===== src/hw/rtl/sfg_pkg.sv =====
// shared types, constants and helpers of the gravity flight unit
`default_nettype none
package sfg_pkg;

    localparam int CORDIC_N = 24;
    localparam int CFG_IDX_W = 3;
    localparam int CFG_DATA_W = 64;

    localparam logic [CFG_IDX_W-1:0] REG_ORBIT_0  = 3'd0;
    localparam logic [CFG_IDX_W-1:0] REG_ORBIT_1  = 3'd1;
    localparam logic [CFG_IDX_W-1:0] REG_ORBIT_2  = 3'd2;
    localparam logic [CFG_IDX_W-1:0] REG_ORBIT_3  = 3'd3;
    localparam logic [CFG_IDX_W-1:0] REG_TARGET   = 3'd4;
    localparam logic [CFG_IDX_W-1:0] REG_CAPTURE  = 3'd5;
    localparam logic [CFG_IDX_W-1:0] REG_DAYS     = 3'd6;
    localparam logic [CFG_IDX_W-1:0] REG_GRAVITY  = 3'd7;

    localparam logic signed [63:0] VCAP = 64'sh0FFF_FFFF_FFFF_FFFF;
    localparam logic signed [63:0] CORDIC_GAIN = 64'sd652032874;
    localparam logic signed [63:0] LAUNCH_OFFSET = 64'sd51539608;
    localparam logic [47:0] OUT_DIST_MAX = 48'hFFFF_FFFF_FFFF;

    localparam logic [31:0] CAPTURE_RESET = 32'd32768;
    localparam logic [11:0] DAYS_RESET = 12'd600;
    localparam logic [31:0] GRAVITY_RESET = 32'd3271541874;

    localparam logic [29:0] ATAN_TURN [CORDIC_N] = '{
        30'd536870912, 30'd316933406, 30'd167458907, 30'd85004756, 30'd42667331,
        30'd21354465, 30'd10679838, 30'd5340245, 30'd2670163, 30'd1335087,
        30'd667544, 30'd333772, 30'd166886, 30'd83443, 30'd41722, 30'd20861,
        30'd10430, 30'd5215, 30'd2608, 30'd1304, 30'd652, 30'd326, 30'd163, 30'd81
    };

    typedef enum logic [4:0] {
        ST_IDLE, ST_L_SC, ST_L_PX, ST_L_PY, ST_H_SC, ST_H_VX, ST_H_VY,
        ST_DAY, ST_P_SC, ST_P_PX, ST_P_PY, ST_P_MAG, ST_P_MGS, ST_P_CHK,
        ST_P_DT, ST_P_DA, ST_P_DUX, ST_P_DUY, ST_P_AX, ST_P_AY, ST_P_NXT,
        ST_UPD_V, ST_UPD_S, ST_T_SC, ST_T_PX, ST_T_PY, ST_T_MAG, ST_T_MGS,
        ST_T_CHK, ST_FIN
    } t_state;

    typedef struct packed {
        logic              start;
        logic              vec;
        logic signed [63:0] x;
        logic signed [63:0] y;
        logic [31:0]       ang;
    } t_cordic_req;

    typedef struct packed {
        logic        start;
        logic [63:0] num;
        logic [5:0]  sh;
        logic [63:0] den;
    } t_div_req;

    typedef struct packed {
        logic              start;
        logic signed [63:0] a;
        logic signed [63:0] b;
        logic              sh46;
    } t_mul_req;

    function automatic logic signed [63:0] sat60(input logic signed [63:0] v);
        logic signed [63:0] r;
        if (v > VCAP) begin
            r = VCAP;
        end else if (v < -VCAP) begin
            r = -VCAP;
        end else begin
            r = v;
        end
        return r;
    endfunction

    function automatic logic [63:0] abs64(input logic signed [63:0] v);
        return v[63] ? 64'(-v) : 64'(v);
    endfunction

endpackage
`default_nettype wire


===== src/hw/rtl/sfg_mul.sv =====
// signed 64x64 multiply from four 32x32 partials, shift and saturate
`default_nettype none
module sfg_mul (
    input  logic               i_clk,
    input  logic               i_rst_n,
    input  sfg_pkg::t_mul_req  i_req,
    output logic               o_done,
    output logic signed [63:0] o_p
);
    import sfg_pkg::*;

    logic               r_busy, r_done, r_neg, r_sh46;
    logic [2:0]         r_cnt;
    logic [63:0]        r_ma, r_mb, prod, mag;
    logic [127:0]       r_acc, part, shifted;
    logic [31:0]        ah, bh;
    logic [1:0]         off;
    logic signed [63:0] r_p;

    always_comb begin
        ah      = r_cnt[1] ? r_ma[63:32] : r_ma[31:0];
        bh      = r_cnt[0] ? r_mb[63:32] : r_mb[31:0];
        prod    = ah * bh;
        off     = {1'b0, r_cnt[1]} + {1'b0, r_cnt[0]};
        part    = {64'd0, prod} << {off, 5'd0};
        shifted = r_sh46 ? (r_acc >> 46) : (r_acc >> 30);
        mag     = (shifted > 128'(VCAP)) ? 64'(VCAP) : shifted[63:0];
    end

    always_ff @(posedge i_clk) begin
        if (!i_rst_n) begin
            r_busy <= 1'b0;
            r_done <= 1'b0;
            r_cnt  <= '0;
        end else begin
            r_done <= 1'b0;
            if (i_req.start) begin
                r_busy <= 1'b1;
                r_cnt  <= '0;
            end else if (r_busy && r_cnt == 3'd4) begin
                r_busy <= 1'b0;
                r_done <= 1'b1;
            end else if (r_busy) begin
                r_cnt <= r_cnt + 3'd1;
            end
        end
    end

    always_ff @(posedge i_clk) begin
        if (i_req.start) begin
            r_ma   <= abs64(i_req.a);
            r_mb   <= abs64(i_req.b);
            r_neg  <= i_req.a[63] ^ i_req.b[63];
            r_sh46 <= i_req.sh46;
            r_acc  <= '0;
        end else if (r_busy && r_cnt != 3'd4) begin
            r_acc <= r_acc + part;
        end else if (r_busy) begin
            r_p <= r_neg ? -$signed(mag) : $signed(mag);
        end
    end

    assign o_done = r_done;
    assign o_p    = r_p;
endmodule
`default_nettype wire


===== config.mk =====
export PLATFORM = sky130hd
export DESIGN_NAME = sfg_mul
export DESIGN_NICKNAME = d
export VERILOG_FILES = /design/src/hw/rtl/sfg_pkg.sv /design/src/hw/rtl/sfg_mul.sv
export SDC_FILE = /design/constraint.sdc
export NUM_CORES = 2
export LEC_CHECK = 0
export BUFFER_PORTS_ARGS = -buffer_cell sky130_fd_sc_hd__buf_2
export CORE_MARGIN = 3
export CORE_UTILIZATION = 55
export CTS_BUF_LIST = sky130_fd_sc_hd__clkbuf_4 sky130_fd_sc_hd__clkbuf_8
export DETAILED_ROUTE_END_ITERATION = 7
export GPL_TIMING_DRIVEN = 0
export PLACE_DENSITY = 0.83
export RECOVER_POWER = 100
export SLEW_MARGIN = 20
export SYNTH_ARGS = -nofsm -noshare
export SYNTH_HDL_FRONTEND = slang
export SYNTH_SLANG_ARGS = --single-unit

===== constraint.sdc =====
create_clock -name i_clk -period 26.4 [get_ports i_clk]
set_input_delay 1.32 -clock i_clk [delete_from_list [all_inputs] [get_ports i_clk]]
set_output_delay 1.32 -clock i_clk [all_outputs]
set_load 0.05 [all_outputs]

[After elaboration in Yosys (flattened, before gate mapping)]
Cells that the tools add are included.
Storage, ports and cells
  bits in registers: 327
  bits in latches: 0
  memory bits (writable): 0
  memory bits (read-only): 0
  logic and storage cells: 43
  memories: 0
Cells by class
  $add $sub $neg: 6
  $mul: 1
  divide/modulo/power cells: 0
  $lt $le $gt $ge: 1
  equality and inequality tests: 2
  shift operators: 1
  mux-type cells: 10
  bitwise operators: 5
  reductions and logical operators: 6
Operators with widths (count)
  $neg 64->64: 3
  $add 128x128->128: 1
  $mux 64: 2
  $shl 64x7->128: 1
  $mux 63: 2
  $gt 98x60->1 const B: 1
  $mux 98: 1
  $mul 32x32->64: 1
  $mux 32: 2
  $not 1->1: 4
  $add 3x1->3 const B: 1
  $eq 3x3->1 const B: 1
  $mux 1: 3
  $ne 3x3->1 const B: 1
  $reduce_and 3->1: 1
  $add 1x1->2: 1
  $logic_and 1x1->1: 2
  $reduce_and 2->1: 1
  $reduce_bool 2->1: 1
  $reduce_or 2->1: 1
  $xor 1x1->1: 1

[Logic depth before layout (Yosys ltp)]
  depth after elaboration: 5
  depth in mapped cells: 53

[Worst setup path before layout]
No wires, ideal clock.
  path type: register -> register
  start point: register r_cnt[1]
  end point: register r_acc[116]
  library setup time: 0.122 ns
  data arrival time: 12.086 ns
  required time: 26.278 ns
  setup slack: 14.192 ns
  cell stages (with the launch flop): 45
  path buffers: 5
  clock period less this slack: 12.208 ns
  cell sequence: dfxtp_1 clkbuf_1 clkbuf_1 clkbuf_1 mux2i_1 clkbuf_1 nor2_1 fa_1 fa_1 fa_1 inv_1 fa_1 inv_1 fa_1 fa_1 fa_1 inv_1 fa_1 [9 not listed] a21oi_1 xor2_1 mux2i_1 nor2b_1 ha_1 clkbuf_1 nand2_1 or4_1 or2_2 nor4b_1 nand3_1 o21ai_0 a31oi_1 o21bai_1 a21o_1 a21oi_1 o2111a_1 a221o_1
Between the ends
  longest elaborated chain between the ends: 4
Ends and longest elaborated chain
  from (decl): line sfg_mul.sv:13  | logic [2:0] r_cnt;
  from (signal assigned): line sfg_mul.sv:44  | r_cnt <= r_cnt + 3'd1;
  $mux 32: line sfg_mul.sv:21  | ah = r_cnt[1] ? r_ma[63:32] : r_ma[31:0];
  $mul 32x32->64: line sfg_mul.sv:23  | prod = ah * bh;
  $shl 64x7->128: line sfg_mul.sv:25  | part = {64'd0, prod} << {off, 5'd0};
  $add 128x128->128: line sfg_mul.sv:57  | r_acc <= r_acc + part;
  to (signal assigned): line sfg_mul.sv:57
  to (decl): line sfg_mul.sv:15  | logic [127:0] r_acc, part, shifted;
Several ways; a longest one is shown, not always the timed one.
A chain may end at the register's enable or synchronous reset.

[Final worst setup path]
  start point: register r_cnt[1]
  end point: register r_acc[126]
The elaborated chain is that of the path after synthesis.

==> flow_metrics.tcl <==
set metrics [dict create \
    dieArea_sq_um 109000 \
    critPathTopFamily "adder cells" \
    n_fill_cell 9258 \
    track_usage_pct 43.6 \
    synth_edf_count 194 \
    fp.dieW_um 330 \
    arrival_ps 19370 \
    cts.sinks 327 \
    max_freq_ghz 0.0533 \
    area.growth.synth_to_final_pct 7.62 \
    design_area_sq_um 62100 \
    ctsResizeCount 0 \
    cp-end-kind "register" \
    crit_buf_inv 10 \
    syn_nets 8222 \
    status "finished, violations left" \
    ys_types 76 \
    setup_violations 0 \
    hold_slack_ps 457 \
    fin_worst_skew_ps 63.6 \
    fin_tns_setup_ps 0 \
    nNetsFinal 8500 \
    clk_path_buf_depth 3 \
    cts_tree "built" \
    overflow 0 \
    syn_area_per_cell_sq_um 8.48 \
    wl_mm 239 \
    viasPerCell 6.35 \
    postRouteAntennaNets 0 \
    clk_pin_slew_ps 60 \
    cpPeakStageDelay_ps 1050 \
    ys_seq_area_share_pct 14.7 \
    slew_headroom_pct -224 \
    grt_max_degree 96 \
    start_util_pct 55.6 \
    drt_pass1_iterations 8 \
    num_rows 118 \
    vias 54200 \
    worstSetupPathType "register to register" \
    die_h_um 330 \
    ys_warn_count 0 \
    cts_root_buffer "clkbuf_8" \
    wl_per_cell_um 28.1 \
    clk_latency_ps 760 \
    crit_path_frequent_cell "fa_1" \
    violations "DRC, capacitance limit, slew limit" \
    synth_cells 6798 \
    synth_ff_type "edfxtp_1" \
    gp_congestion 1.15 \
    grt_setup_unrepaired "no" \
    hp-class "register to register" \
    hpwl_mm 200 \
    cp_max_fo 10 \
    final_cell_mix "988 x inv_1, 897 x fa_1, 871 x nand2_1" \
    placed_area_sq_um 60800 \
    io_pins 197 \
    grt_pass1_wl_mm 342 \
    slowest_stage "clkbuf_1" \
    fin_crit_sh_pct 71.1 \
    final_common_cell "inv_1" \
    drive_gt1_share_pct 5.19 \
    maxCapViolCount 3 \
    postCtsSetupBuffers 0 \
    required_ps 27010 \
    synth-async-reset-ratio_pct 0 \
    drtIter0Drc 7431 \
    drc 74 \
    hold_viol 0 \
    fp.coreArea_sq_um 104000 \
    cts_buffers 61 \
    antenna_found_initial 23 \
    portBuffers 194 \
    period_needed_ps 18760 \
    critPathLaunchType "register" \
    grt_pass1_vias 51600 \
    tightest_slew_ps 4860 \
    syn_area_sq_um 57700 \
    htree_levels 2 \
    hold_buffers 0 \
    slew_viol_final 141 \
    ys_ff_latch 327 \
]
[kinds of logic (layout without fill, tap and decap cells)]
logic type / Yosys count / after routing / synth area share [%]
other: 0 / 23 / 0
adders and majority gates: 1292 / 1292 / 39.7
xor gates and xnor gates: 340 / 340 / 5.16
muxes: 197 / 197 / 3.57
DFF: 327 / 327 / 14.7
AOI/OAI and AO/OA: 1092 / 1092 / 11.6
buffers and inverters: 1333 / 1663 / 8.68
and+or+nand+nor: 2217 / 2217 / 16.6
[stage by stage]
stage / std cells / utilization, % / setup slack (ps)
after floorplan: 6798 / - / 14190
after global placement: 8372 / 58.2 / 8750
after detailed placement: 8393 / 58.6 / 8870
after CTS: 8508 / 59.9 / 8840
after global routing: 8513 / 59.7 / 7300
final: 8531 / 59.8 / 7640
[cells in the mapped netlist, types with 7 or more instances]
| master | count | area share, % |
|---|---|---|
| xnor2_1 | 258 | 3.9 |
| a21o_1 | 123 | 1.6 |
| ha_1 | 395 | 8.6 |
| a31oi_1 | 32 | 0.35 |
| o21ai_0 | 273 | 2.4 |
| a22o_1 | 14 | 0.21 |
| mux2_1 | 10 | 0.20 |
| nor2b_1 | 59 | 0.64 |
| o31ai_1 | 50 | 0.65 |
| or4_1 | 25 | 0.33 |
| o21bai_1 | 47 | 0.61 |
| a211oi_1 | 21 | 0.27 |
| a221oi_1 | 9 | 0.14 |
| fa_1 | 897 | 31 |
| nand3_1 | 55 | 0.48 |
| o41ai_1 | 25 | 0.38 |
| nand2_1 | 871 | 5.7 |
| nor4_1 | 21 | 0.23 |
| nor2_1 | 865 | 5.6 |
| a21boi_0 | 9 | 0.12 |
| a21oi_1 | 360 | 3.1 |
| or2_2 | 23 | 0.25 |
| mux2_2 | 61 | 1.2 |
| a22oi_1 | 8 | 0.10 |
| o22ai_1 | 39 | 0.42 |
| clkbuf_1 | 319 | 2.1 |
| o211ai_1 | 12 | 0.16 |
| edfxtp_1 | 194 | 10 |
| or4_4 | 7 | 0.14 |
| inv_1 | 987 | 6.4 |
| and3_1 | 13 | 0.14 |
| or3_1 | 32 | 0.35 |
| xor2_1 | 82 | 1.2 |
| nor3_1 | 57 | 0.49 |
| mux2i_1 | 126 | 2.2 |
| or3_4 | 8 | 0.16 |
| and2_1 | 37 | 0.40 |
| buf_1 | 25 | 0.16 |
| o21a_1 | 15 | 0.20 |
| nand2b_1 | 42 | 0.46 |
| nand4_1 | 79 | 0.86 |
| dfxtp_1 | 133 | 4.6 |
[routing by layer]
| layer | up-vias | wire length [um] | GRT usage (%) | share of wire [%] |
|---|---|---|---|---|
| met5 | - | 262 | 2.00 | 0.11 |
| met4 | 14 | 15400 | 23.0 | 6.4 |
| met3 | 895 | 40800 | 21.0 | 17 |
| met2 | 4306 | 90900 | 56.4 | 38 |
| met1 | 26400 | 92000 | 59.6 | 38 |
| li1 | 22500 | - | - | - |
[tightest hold or removal path: cells and delay by family (launching register included)]
family	cells	cell delay, ps
flops	1	310
simple gates	1	50
compound gates	1	50
[final timing paths]
check                                from         end  slack [ps]  cells after the start
worst min register to register  r_acc[29]   r_acc[29]         460                      2
worst max register to register   r_cnt[1]  r_acc[126]        7640                     46
worst min-delay path            r_acc[29]   r_acc[29]         460                      2
worst max-delay path             r_cnt[1]  r_acc[126]        7640                     46
[sequential cells by signal (all words and copies together), names as in the netlist]
register	count
r_neg	1
o_done	1
r_ma	64
o_p	64
r_cnt	3
r_busy	1
r_acc	128
r_sh46	1
r_mb	64
[area by class of cell]
type | instances | area (sq um) | area share [%]
Sequential cell | 327 | 8490 | 13.7
Clock buffer | 80 | 1010 | 1.63
Antenna cell | 23 | 57.6 | 0.0928
Buffer | 344 | 1290 | 2.08
Multi-Input combinational cell | 5138 | 44300 | 71.4
Timing Repair Buffer | 215 | 1070 | 1.73
Tap cell | 1380 | 1730 | 2.78
Inverter | 989 | 3710 | 5.98
Clock inverter | 35 | 378 | 0.609
Power is left out: the tool's default activity adds up to more than one toggle a clock period on the data nets, which glitch-free logic cannot reach.
