**src/hw/rtl/sfg_pkg.sv**
```systemverilog
// shared types, constants and helpers of the gravity flight unit
`default_nettype none
package sfg_pkg;

    localparam int CORDIC_N = 24;
    localparam int CFG_IDX_W = 3;
    localparam int CFG_DATA_W = 64;

    localparam logic [CFG_IDX_W-1:0] REG_ORBIT_0  = 3'd0;
    localparam logic [CFG_IDX_W-1:0] REG_ORBIT_1  = 3'd1;
    localparam logic [CFG_IDX_W-1:0] REG_ORBIT_2  = 3'd2;
    localparam logic [CFG_IDX_W-1:0] REG_ORBIT_3  = 3'd3;
    localparam logic [CFG_IDX_W-1:0] REG_TARGET   = 3'd4;
    localparam logic [CFG_IDX_W-1:0] REG_CAPTURE  = 3'd5;
    localparam logic [CFG_IDX_W-1:0] REG_DAYS     = 3'd6;
    localparam logic [CFG_IDX_W-1:0] REG_GRAVITY  = 3'd7;

    localparam logic signed [63:0] VCAP = 64'sh0FFF_FFFF_FFFF_FFFF;
    localparam logic signed [63:0] CORDIC_GAIN = 64'sd652032874;
    localparam logic signed [63:0] LAUNCH_OFFSET = 64'sd51539608;
    localparam logic [47:0] OUT_DIST_MAX = 48'hFFFF_FFFF_FFFF;

    localparam logic [31:0] CAPTURE_RESET = 32'd32768;
    localparam logic [11:0] DAYS_RESET = 12'd600;
    localparam logic [31:0] GRAVITY_RESET = 32'd3271541874;

    localparam logic [29:0] ATAN_TURN [CORDIC_N] = '{
        30'd536870912, 30'd316933406, 30'd167458907, 30'd85004756, 30'd42667331,
        30'd21354465, 30'd10679838, 30'd5340245, 30'd2670163, 30'd1335087,
        30'd667544, 30'd333772, 30'd166886, 30'd83443, 30'd41722, 30'd20861,
        30'd10430, 30'd5215, 30'd2608, 30'd1304, 30'd652, 30'd326, 30'd163, 30'd81
    };

    typedef enum logic [4:0] {
        ST_IDLE, ST_L_SC, ST_L_PX, ST_L_PY, ST_H_SC, ST_H_VX, ST_H_VY,
        ST_DAY, ST_P_SC, ST_P_PX, ST_P_PY, ST_P_MAG, ST_P_MGS, ST_P_CHK,
        ST_P_DT, ST_P_DA, ST_P_DUX, ST_P_DUY, ST_P_AX, ST_P_AY, ST_P_NXT,
        ST_UPD_V, ST_UPD_S, ST_T_SC, ST_T_PX, ST_T_PY, ST_T_MAG, ST_T_MGS,
        ST_T_CHK, ST_FIN
    } t_state;

    typedef struct packed {
        logic              start;
        logic              vec;
        logic signed [63:0] x;
        logic signed [63:0] y;
        logic [31:0]       ang;
    } t_cordic_req;

    typedef struct packed {
        logic        start;
        logic [63:0] num;
        logic [5:0]  sh;
        logic [63:0] den;
    } t_div_req;

    typedef struct packed {
        logic              start;
        logic signed [63:0] a;
        logic signed [63:0] b;
        logic              sh46;
    } t_mul_req;

    function automatic logic signed [63:0] sat60(input logic signed [63:0] v);
        logic signed [63:0] r;
        if (v > VCAP) begin
            r = VCAP;
        end else if (v < -VCAP) begin
            r = -VCAP;
        end else begin
            r = v;
        end
        return r;
    endfunction

    function automatic logic [63:0] abs64(input logic signed [63:0] v);
        return v[63] ? 64'(-v) : 64'(v);
    endfunction

endpackage
`default_nettype wire

```
**src/hw/rtl/sfg_div.sv**
```systemverilog
// bit-serial restoring divider for (num << sh) / den with saturation
`default_nettype none
module sfg_div (
    input  logic              i_clk,
    input  logic              i_rst_n,
    input  sfg_pkg::t_div_req i_req,
    output logic              o_done,
    output logic [63:0]       o_q
);
    import sfg_pkg::*;

    logic        r_busy, r_done;
    logic [5:0]  r_cnt;
    logic [63:0] r_rem, r_lo, r_q, r_den, start_rem, n_rem, n_q;
    logic [64:0] trial;

    always_comb begin
        start_rem = i_req.num >> (7'd64 - {1'b0, i_req.sh});
        trial     = {r_rem, r_lo[63]};
        if (trial >= {1'b0, r_den}) begin
            n_rem = 64'(trial - {1'b0, r_den});
            n_q   = {r_q[62:0], 1'b1};
        end else begin
            n_rem = trial[63:0];
            n_q   = {r_q[62:0], 1'b0};
        end
    end

    always_ff @(posedge i_clk) begin
        if (!i_rst_n) begin
            r_busy <= 1'b0;
            r_done <= 1'b0;
            r_cnt  <= '0;
        end else begin
            r_done <= 1'b0;
            if (i_req.start) begin
                r_cnt <= '0;
                if (start_rem >= i_req.den) begin
                    r_done <= 1'b1;
                end else begin
                    r_busy <= 1'b1;
                end
            end else if (r_busy && r_cnt == 6'd63) begin
                r_busy <= 1'b0;
                r_done <= 1'b1;
            end else if (r_busy) begin
                r_cnt <= r_cnt + 6'd1;
            end
        end
    end

    always_ff @(posedge i_clk) begin
        if (i_req.start) begin
            r_rem <= start_rem;
            r_lo  <= i_req.num << i_req.sh;
            r_den <= i_req.den;
            r_q   <= (start_rem >= i_req.den) ? 64'(VCAP) : 64'd0;
        end else if (r_busy) begin
            r_rem <= n_rem;
            r_lo  <= {r_lo[62:0], 1'b0};
            if (r_cnt == 6'd63 && n_q > 64'(VCAP)) begin
                r_q <= 64'(VCAP);
            end else begin
                r_q <= n_q;
            end
        end
    end

    assign o_done = r_done;
    assign o_q    = r_q;
endmodule
`default_nettype wire

```
**config.mk**
```make
export PLATFORM = sky130hd
export DESIGN_NAME = sfg_div
export DESIGN_NICKNAME = d
export VERILOG_FILES = /design/src/hw/rtl/sfg_pkg.sv /design/src/hw/rtl/sfg_div.sv
export SDC_FILE = /design/constraint.sdc
export NUM_CORES = 1
export LEC_CHECK = 0
export ABC_AREA = 1
export BUFFER_PORTS_ARGS = -buffer_cell sky130_fd_sc_hd__buf_2
export CORE_MARGIN = 2
export CORE_UTILIZATION = 50
export DETAILED_ROUTE_END_ITERATION = 6
export GPL_TIMING_DRIVEN = 0
export PLACE_DENSITY = 0.8
export RECOVER_POWER = 50
export SLEW_MARGIN = 10
export SYNTH_ARGS = -nofsm -noshare
export SYNTH_HDL_FRONTEND = slang
export SYNTH_SLANG_ARGS = --single-unit
export TNS_END_PERCENT = 20
```
**constraint.sdc**
```tcl
create_clock -name i_clk -period 13.05 [get_ports i_clk]
set_input_delay 0.6525 -clock i_clk [delete_from_list [all_inputs] [get_ports i_clk]]
set_output_delay 0.6525 -clock i_clk [all_outputs]
set_load 0.05 [all_outputs]
```
* Yosys cells after proc, flatten, opt, wreduce, memory -nomap -nowiden *
Cells that the tools add are included.

storage, ports and cells
  bits in latches = 0
  RAM bits = 0
  flip-flop bits (word level) = 264
  ROM bits = 0
  memories kept = 0
  input port bits = 137
  output and inout bits = 65
  word-level logic and storage cells = 42

operators by class
  equality and inequality tests = 2
  mux-type cells = 16
  magnitude comparators = 3
  divide/modulo/power cells = 0
  add/subtract/negate cells = 3
  shift-type cells = 2
  reductions and logical operators = 7
  bitwise gates (word level) = 2
  multiply operators = 0

operators by type and width
  cell                                                  count
  2-to-1 mux 64 bit                                     8
  >= comparator 65 x 64 -> 1 bit                        1
  >= comparator 64 bit                                  1
  > comparator 64 x 60 -> 1 bit, second input constant  1
  << shifter 64 x 6 -> 64 bit                           1
  right shift 64 x 7 -> 64 bit                          1
  subtractor 64 bit                                     1
  2-to-1 mux 60 bit                                     1
  2-to-1 mux 1 bit                                      7
  subtractor 7 x 6 -> 7 bit, first input constant       1
  adder 6 x 1 -> 6 bit, second input constant           1
  == test 6 bit, second input constant                  1
  AND reduction 2 bit                                   2
  nonzero test 2 bit                                    2
  logical AND 1 bit                                     2
  != test 2 bit, second input constant                  1
  NOT 1 bit                                             2
  OR reduction 2 bit                                    1

* Depth between registers and ports, before layout *
  word-level depth = 7
  mapped depth = 31
  depth with buffers taken out = 27

* Worst setup path after synthesis *
No wires, ideal clock.

  path kind = input to register
  from = input port i_req[134] (netlist name)
  to = register r_q[0] (netlist: o_q[0]), enable pin
  library setup time = 1.533 ns
  stages = 5
  buffers on the path = 3
  arrival time = 4.616 ns
  path slack = 6.900 ns
  data required time = 11.517 ns
  cells stage by stage = clkbuf_1 -> inv_1 -> clkbuf_1 -> clkbuf_1 -> nand2_1

on the way
  word-level cells in the longest chain between the ends = 1

RTL lines
  element                       line           source
  from (decl)                   sfg_div.sv:6   input sfg_pkg::t_div_req i_req,
  nonzero test 2 bit (no line)  --
  to (signal assigned)          sfg_div.sv:57  r_q <= (start_rem >= i_req.den) ? 64'(VCAP) : 64'd0;
  to (signal assigned)          sfg_div.sv:62  r_q <= 64'(VCAP);
  to (signal assigned)          sfg_div.sv:64  r_q <= n_q;
  to (decl)                     sfg_div.sv:14  logic [63:0] r_rem, r_lo, r_q, r_den, start_rem, n_rem, n_q;

Every way passes these cells.
A chain may end at the register's enable or synchronous reset.

* Worst setup path in the final report *
  from = input port i_req[134] (netlist name)
  to = register r_rem[7], enable pin

on the way
  word-level cells in the longest chain between the ends = 1

RTL lines
  element                       line           source
  nonzero test 2 bit (no line)  --
  to (signal assigned)          sfg_div.sv:54  r_rem <= start_rem;
  to (signal assigned)          sfg_div.sv:59  r_rem <= n_rem;
  to (decl)                     sfg_div.sv:14

Every way passes these cells.

==> out/qor.log <==
INFO  synthesis      yosys.cell_types.count=48
INFO  clock_network  clk_pin_slew_worst_paths=60ps
INFO  hold_path      timing.hold.worst_endpoint=r_den[43]
INFO  global_routing grt_max_degree=62
INFO  synthesis      synth_enable_flop_cells=256
INFO  placed_design  globalplace.congestion=1.10
INFO  power          worst_ir_drop_vdd=143uV
INFO  layout         share_of_post_route_cells_with_drive_strength_above_1=4.55%
INFO  clock_network  clock_latency=620ps
INFO  clock_network  clock-root-buffer=sky130_fd_sc_hd__clkbuf_16
INFO  worst_setup_path critical_path_arrival=7000ps
INFO  synthesis      yosys_warnings=0
INFO  layout         multi_input_comb_area=15500um^2
INFO  worst_setup_path reg2reg_setup_slack=9620ps
INFO  synthesis      yosysTopAreaCell=sky130_fd_sc_hd__edfxtp_1
INFO  worst_setup_path r2r_cells=18
INFO  timing         setup_tns=0ps
INFO  global_routing grt_pass1_vias=28600
INFO  floorplanning  chipWidth=236um
INFO  timing         setup_viol_count_final=0
INFO  worst_setup_path path_max_fanout=61
INFO  worst_setup_path setup.worst_path.end_class=flop
INFO  clock_network  post_cts_resized=0
INFO  detailed_routing initialDrtViolationCount=3513
INFO  floorplanning  num_io_pins=202
INFO  clock_network  cts_made_buffers=30
INFO  detailed_routing ant_nets=0
INFO  power          total_leakage_power=15.4nW
INFO  synthesis      netlist.area_leader.share=28.7%
INFO  status         violations_in_the_final_reports=max-capacitance violations, max-slew violations
INFO  floorplanning  die_h=236um
INFO  floorplanning  start_util=50.8%
INFO  detailed_routing routed-via-count=30200
INFO  timing         final.setup_skew=60.3ps
INFO  worst_setup_path criticalPathCategory=input pin to flop
INFO  hold_path      hold_path_depth=1
INFO  layout         layout_net_count=4887
INFO  timing         clock.fmax=0.148GHz
INFO  timing         slew_violations=101
INFO  detailed_routing viasPerCell=5.66
INFO  worst_setup_path worstReg2RegStart=r_lo[63]
INFO  clock_network  htreeDepth=1
INFO  floorplanning  fp.dieArea=55500um^2
INFO  floorplanning  rows=84
INFO  detailed_routing drc_violation_count_after_routing=0
INFO  layout         register_area=7850um^2
INFO  placed_design  detailed_place_hpwl=92.8mm
INFO  worst_setup_path kind_of_start_point_of_the_critical_path=input pin
INFO  hold_path      min_path_type=input pin to flop
INFO  detailed_routing drt_wl_total=113mm
INFO  timing         slew_at_the_pin_closest_to_its_max_slew_limit=2100ps
INFO  layout         finish.utilization=56.2%
INFO  synthesis      synth_top_cells_by_area=sky130_fd_sc_hd__edfxtp_1, sky130_fd_sc_hd__nand2_1, sky130_fd_sc_hd__inv_1, sky130_fd_sc_hd__nand3_1, sky130_fd_sc_hd__ha_1
INFO  status         outcome=finished, violations left
INFO  synthesis      synth-async-reset-ratio=0%
INFO  clock_network  cts_hold_buf=0
INFO  synthesis      syn_area_per_cell=6.11um^2
INFO  detailed_routing firstDrtPassIters=6
INFO  timing         layout_worst_path_cycle_share=51.8%
INFO  worst_setup_path regToRegEndpoint=r_rem[60]
INFO  worst_setup_path required=13290ps
INFO  clock_network  clkSinkCount=264
INFO  global_routing grt_first_pass_wirelength=168mm
INFO  timing         timing.hold.ws=228ps
INFO  job            maxCapViolations=3
INFO  global_routing grt_remaining_overflow=0
INFO  clock_network  cts_tree=built
INFO  synthesis      most_used_flip_flop_cell_after_synthesis=sky130_fd_sc_hd__edfxtp_1
INFO  clock_network  cts_max_path_buffers=3
INFO  clock_network  postCtsSetupBuffers=0
INFO  placed_design  portBuffers=199
INFO  layout         syn_to_final_growth=10.7%
INFO  synthesis      synthesis.area=26800um^2
INFO  layout         fillerInstances=5554
INFO  global_routing grt.total_usage=39.6%
INFO  global_routing antenna_found_initial=5
INFO  synthesis      mappedNetlistNets=4652
INFO  synthesis      synth.yosys.seq_area_share=29.3%
INFO  layout         stdcell_count=5334
INFO  detailed_routing drt-wirelength-per-cell=21.1um
INFO  synthesis      post_syn_instances=4384
INFO  power          power.density=149nW/um^2
INFO  hold_path      worst_hold_startpoint=i_req[43]
INFO  timing         max_slew_margin=-39.7%
INFO  timing         finalWorstPathRequiredPeriod=6760ps
INFO  timing         grt_setup_unrepaired=no
INFO  synthesis      ys_ff_latch=264
INFO  floorplanning  fp.coreArea=52800um^2
INFO  placed_design  placedCellCount=5275
INFO  timing         hold_viol_final=0
## how the worst max path moves through the flow
| stage | start | to | slack, ps | cells past startpoint |
|---|---|---|---|---|
| 2_1_floorplan | i_req[134] | o_q[0] | 6900 | 5 |
| 3_3_place_gp | i_req[134] | r_rem[11] | 3200 | 6 |
| 3_5_place_dp | i_req[65] | o_q[53] | 6230 | 23 |
| 4_1_cts | i_req[65] | o_q[53] | 6820 | 23 |
| 5_1_grt | i_req[134] | r_rem[7] | 5880 | 8 |
| 6_report | i_req[134] | r_rem[7] | 6290 | 8 |
## critical path, stage by stage
cell and delay, ps:
sky130_fd_sc_hd__clkbuf_1 1420, sky130_fd_sc_hd__clkbuf_1 1580, sky130_fd_sc_hd__clkbuf_1 570, sky130_fd_sc_hd__inv_1 230, sky130_fd_sc_hd__clkbuf_1 400, sky130_fd_sc_hd__clkbuf_1 360, sky130_fd_sc_hd__nand2_1 1310, sky130_fd_sc_hd__buf_16 380
## synth_stat cells (4+ instances only)
library cell,instances
sky130_fd_sc_hd__o21ai_1,160
sky130_fd_sc_hd__clkbuf_1,117
sky130_fd_sc_hd__nand2_1,1666
sky130_fd_sc_hd__a21boi_1,4
sky130_fd_sc_hd__nand3b_1,9
sky130_fd_sc_hd__dfxtp_1,8
sky130_fd_sc_hd__inv_1,676
sky130_fd_sc_hd__buf_1,35
sky130_fd_sc_hd__mux2i_1,27
sky130_fd_sc_hd__and2_1,10
sky130_fd_sc_hd__nand3_1,392
sky130_fd_sc_hd__a22o_1,5
sky130_fd_sc_hd__ha_1,130
sky130_fd_sc_hd__nand4_1,34
sky130_fd_sc_hd__a21oi_1,112
sky130_fd_sc_hd__xnor2_1,29
sky130_fd_sc_hd__o211ai_1,82
sky130_fd_sc_hd__nor3_1,31
sky130_fd_sc_hd__inv_2,17
sky130_fd_sc_hd__buf_6,7
sky130_fd_sc_hd__buf_4,6
sky130_fd_sc_hd__edfxtp_1,256
sky130_fd_sc_hd__nor4_1,10
sky130_fd_sc_hd__nor2_1,213
sky130_fd_sc_hd__buf_2,37
sky130_fd_sc_hd__or2_1,14
sky130_fd_sc_hd__o21ai_0,262
## per-stage QoR
stage / power, mW / area (um^2) / setup slack, ps
2_1_floorplan: 2.73 / 26800 / 6900
3_3_place_gp: 3.41 / 28700 / 3200
3_5_place_dp: 3.43 / 28800 / 6230
4_1_cts: 4.35 / 29800 / 6820
5_1_grt: 4.68 / 29700 / 5880
6_report: 4.42 / 29700 / 6290
## report_power, final
part,switching [mW],leakage [nW],total (mW),internal [mW]
clock network,0.376,0.523,0.921,0.545
logic,1.63,12.2,2.32,0.688
registers,0.0698,2.71,1.18,1.11
## cell families after synthesis
family,Yosys count,share of synthesized area [%]
AO/OA/AOI/OAI,638,12.9
XOR/XNOR,34,1.21
adder cells (fa/ha/maj),131,6.14
buffers and inverters,898,13.0
flip-flops,264,29.3
multiplexers,27,1.01
AND/OR/NAND/NOR,2392,36.4
## flip-flops by register name (all words and copies together) (netlist names)
register and cells:
r_busy 1, r_den 64, o_q 64, r_lo 64, r_rem 64, r_cnt 6, o_done 1
## cell usage in the layout, fill, tap and decap left out, types with 3 or more instances in the layout
master	count
sky130_fd_sc_hd__nand2_1	1666
sky130_fd_sc_hd__inv_1	676
sky130_fd_sc_hd__nand3_1	392
sky130_fd_sc_hd__o21ai_0	267
sky130_fd_sc_hd__edfxtp_1	256
sky130_fd_sc_hd__clkbuf_1	241
sky130_fd_sc_hd__nor2_1	213
sky130_fd_sc_hd__o21ai_1	155
sky130_fd_sc_hd__ha_1	130
sky130_fd_sc_hd__buf_2	116
sky130_fd_sc_hd__a21oi_1	112
sky130_fd_sc_hd__o211ai_1	82
sky130_fd_sc_hd__buf_1	35
sky130_fd_sc_hd__nand4_1	34
sky130_fd_sc_hd__nor3_1	31
sky130_fd_sc_hd__clkbuf_16	30
sky130_fd_sc_hd__xnor2_1	29
sky130_fd_sc_hd__mux2i_1	27
sky130_fd_sc_hd__inv_2	17
sky130_fd_sc_hd__or2_1	14
sky130_fd_sc_hd__nor4_1	10
sky130_fd_sc_hd__and2_1	10
sky130_fd_sc_hd__nand3b_1	9
sky130_fd_sc_hd__dfxtp_1	8
sky130_fd_sc_hd__buf_6	7
sky130_fd_sc_hd__clkinv_2	7
sky130_fd_sc_hd__buf_4	6
sky130_fd_sc_hd__clkinv_1	6
sky130_fd_sc_hd__bufinv_16	6
sky130_fd_sc_hd__a22o_1	5
sky130_fd_sc_hd__diode_2	4
sky130_fd_sc_hd__a21boi_1	4
sky130_fd_sc_hd__xor2_1	3
sky130_fd_sc_hd__nor2_2	3
sky130_fd_sc_hd__or2_2	3
sky130_fd_sc_hd__a31oi_1	3
sky130_fd_sc_hd__a22oi_1	3
sky130_fd_sc_hd__buf_16	3
## layer usage
layer  track usage [%]  vias up  wire [um]
met3              4.50      306       9410
li1                  -    14500          -
met4              23.1        2       7590
met5                 0        -         12
met1              50.8    13800      44800
met2              64.5     1577      50800
## final cells by class
class / instances / area share (%)
Antenna cell: 4 / 0.0337
Timing Repair Buffer: 203 / 3.14
Inverter: 696 / 8.80
Buffer: 202 / 2.96
Clock buffer: 33 / 2.57
Multi-Input combinational cell: 3222 / 52.1
Clock inverter: 22 / 1.02
Sequential cell: 264 / 26.4
Tap cell: 688 / 2.90
No activity file was read; power rests on OpenSTA's default activity.
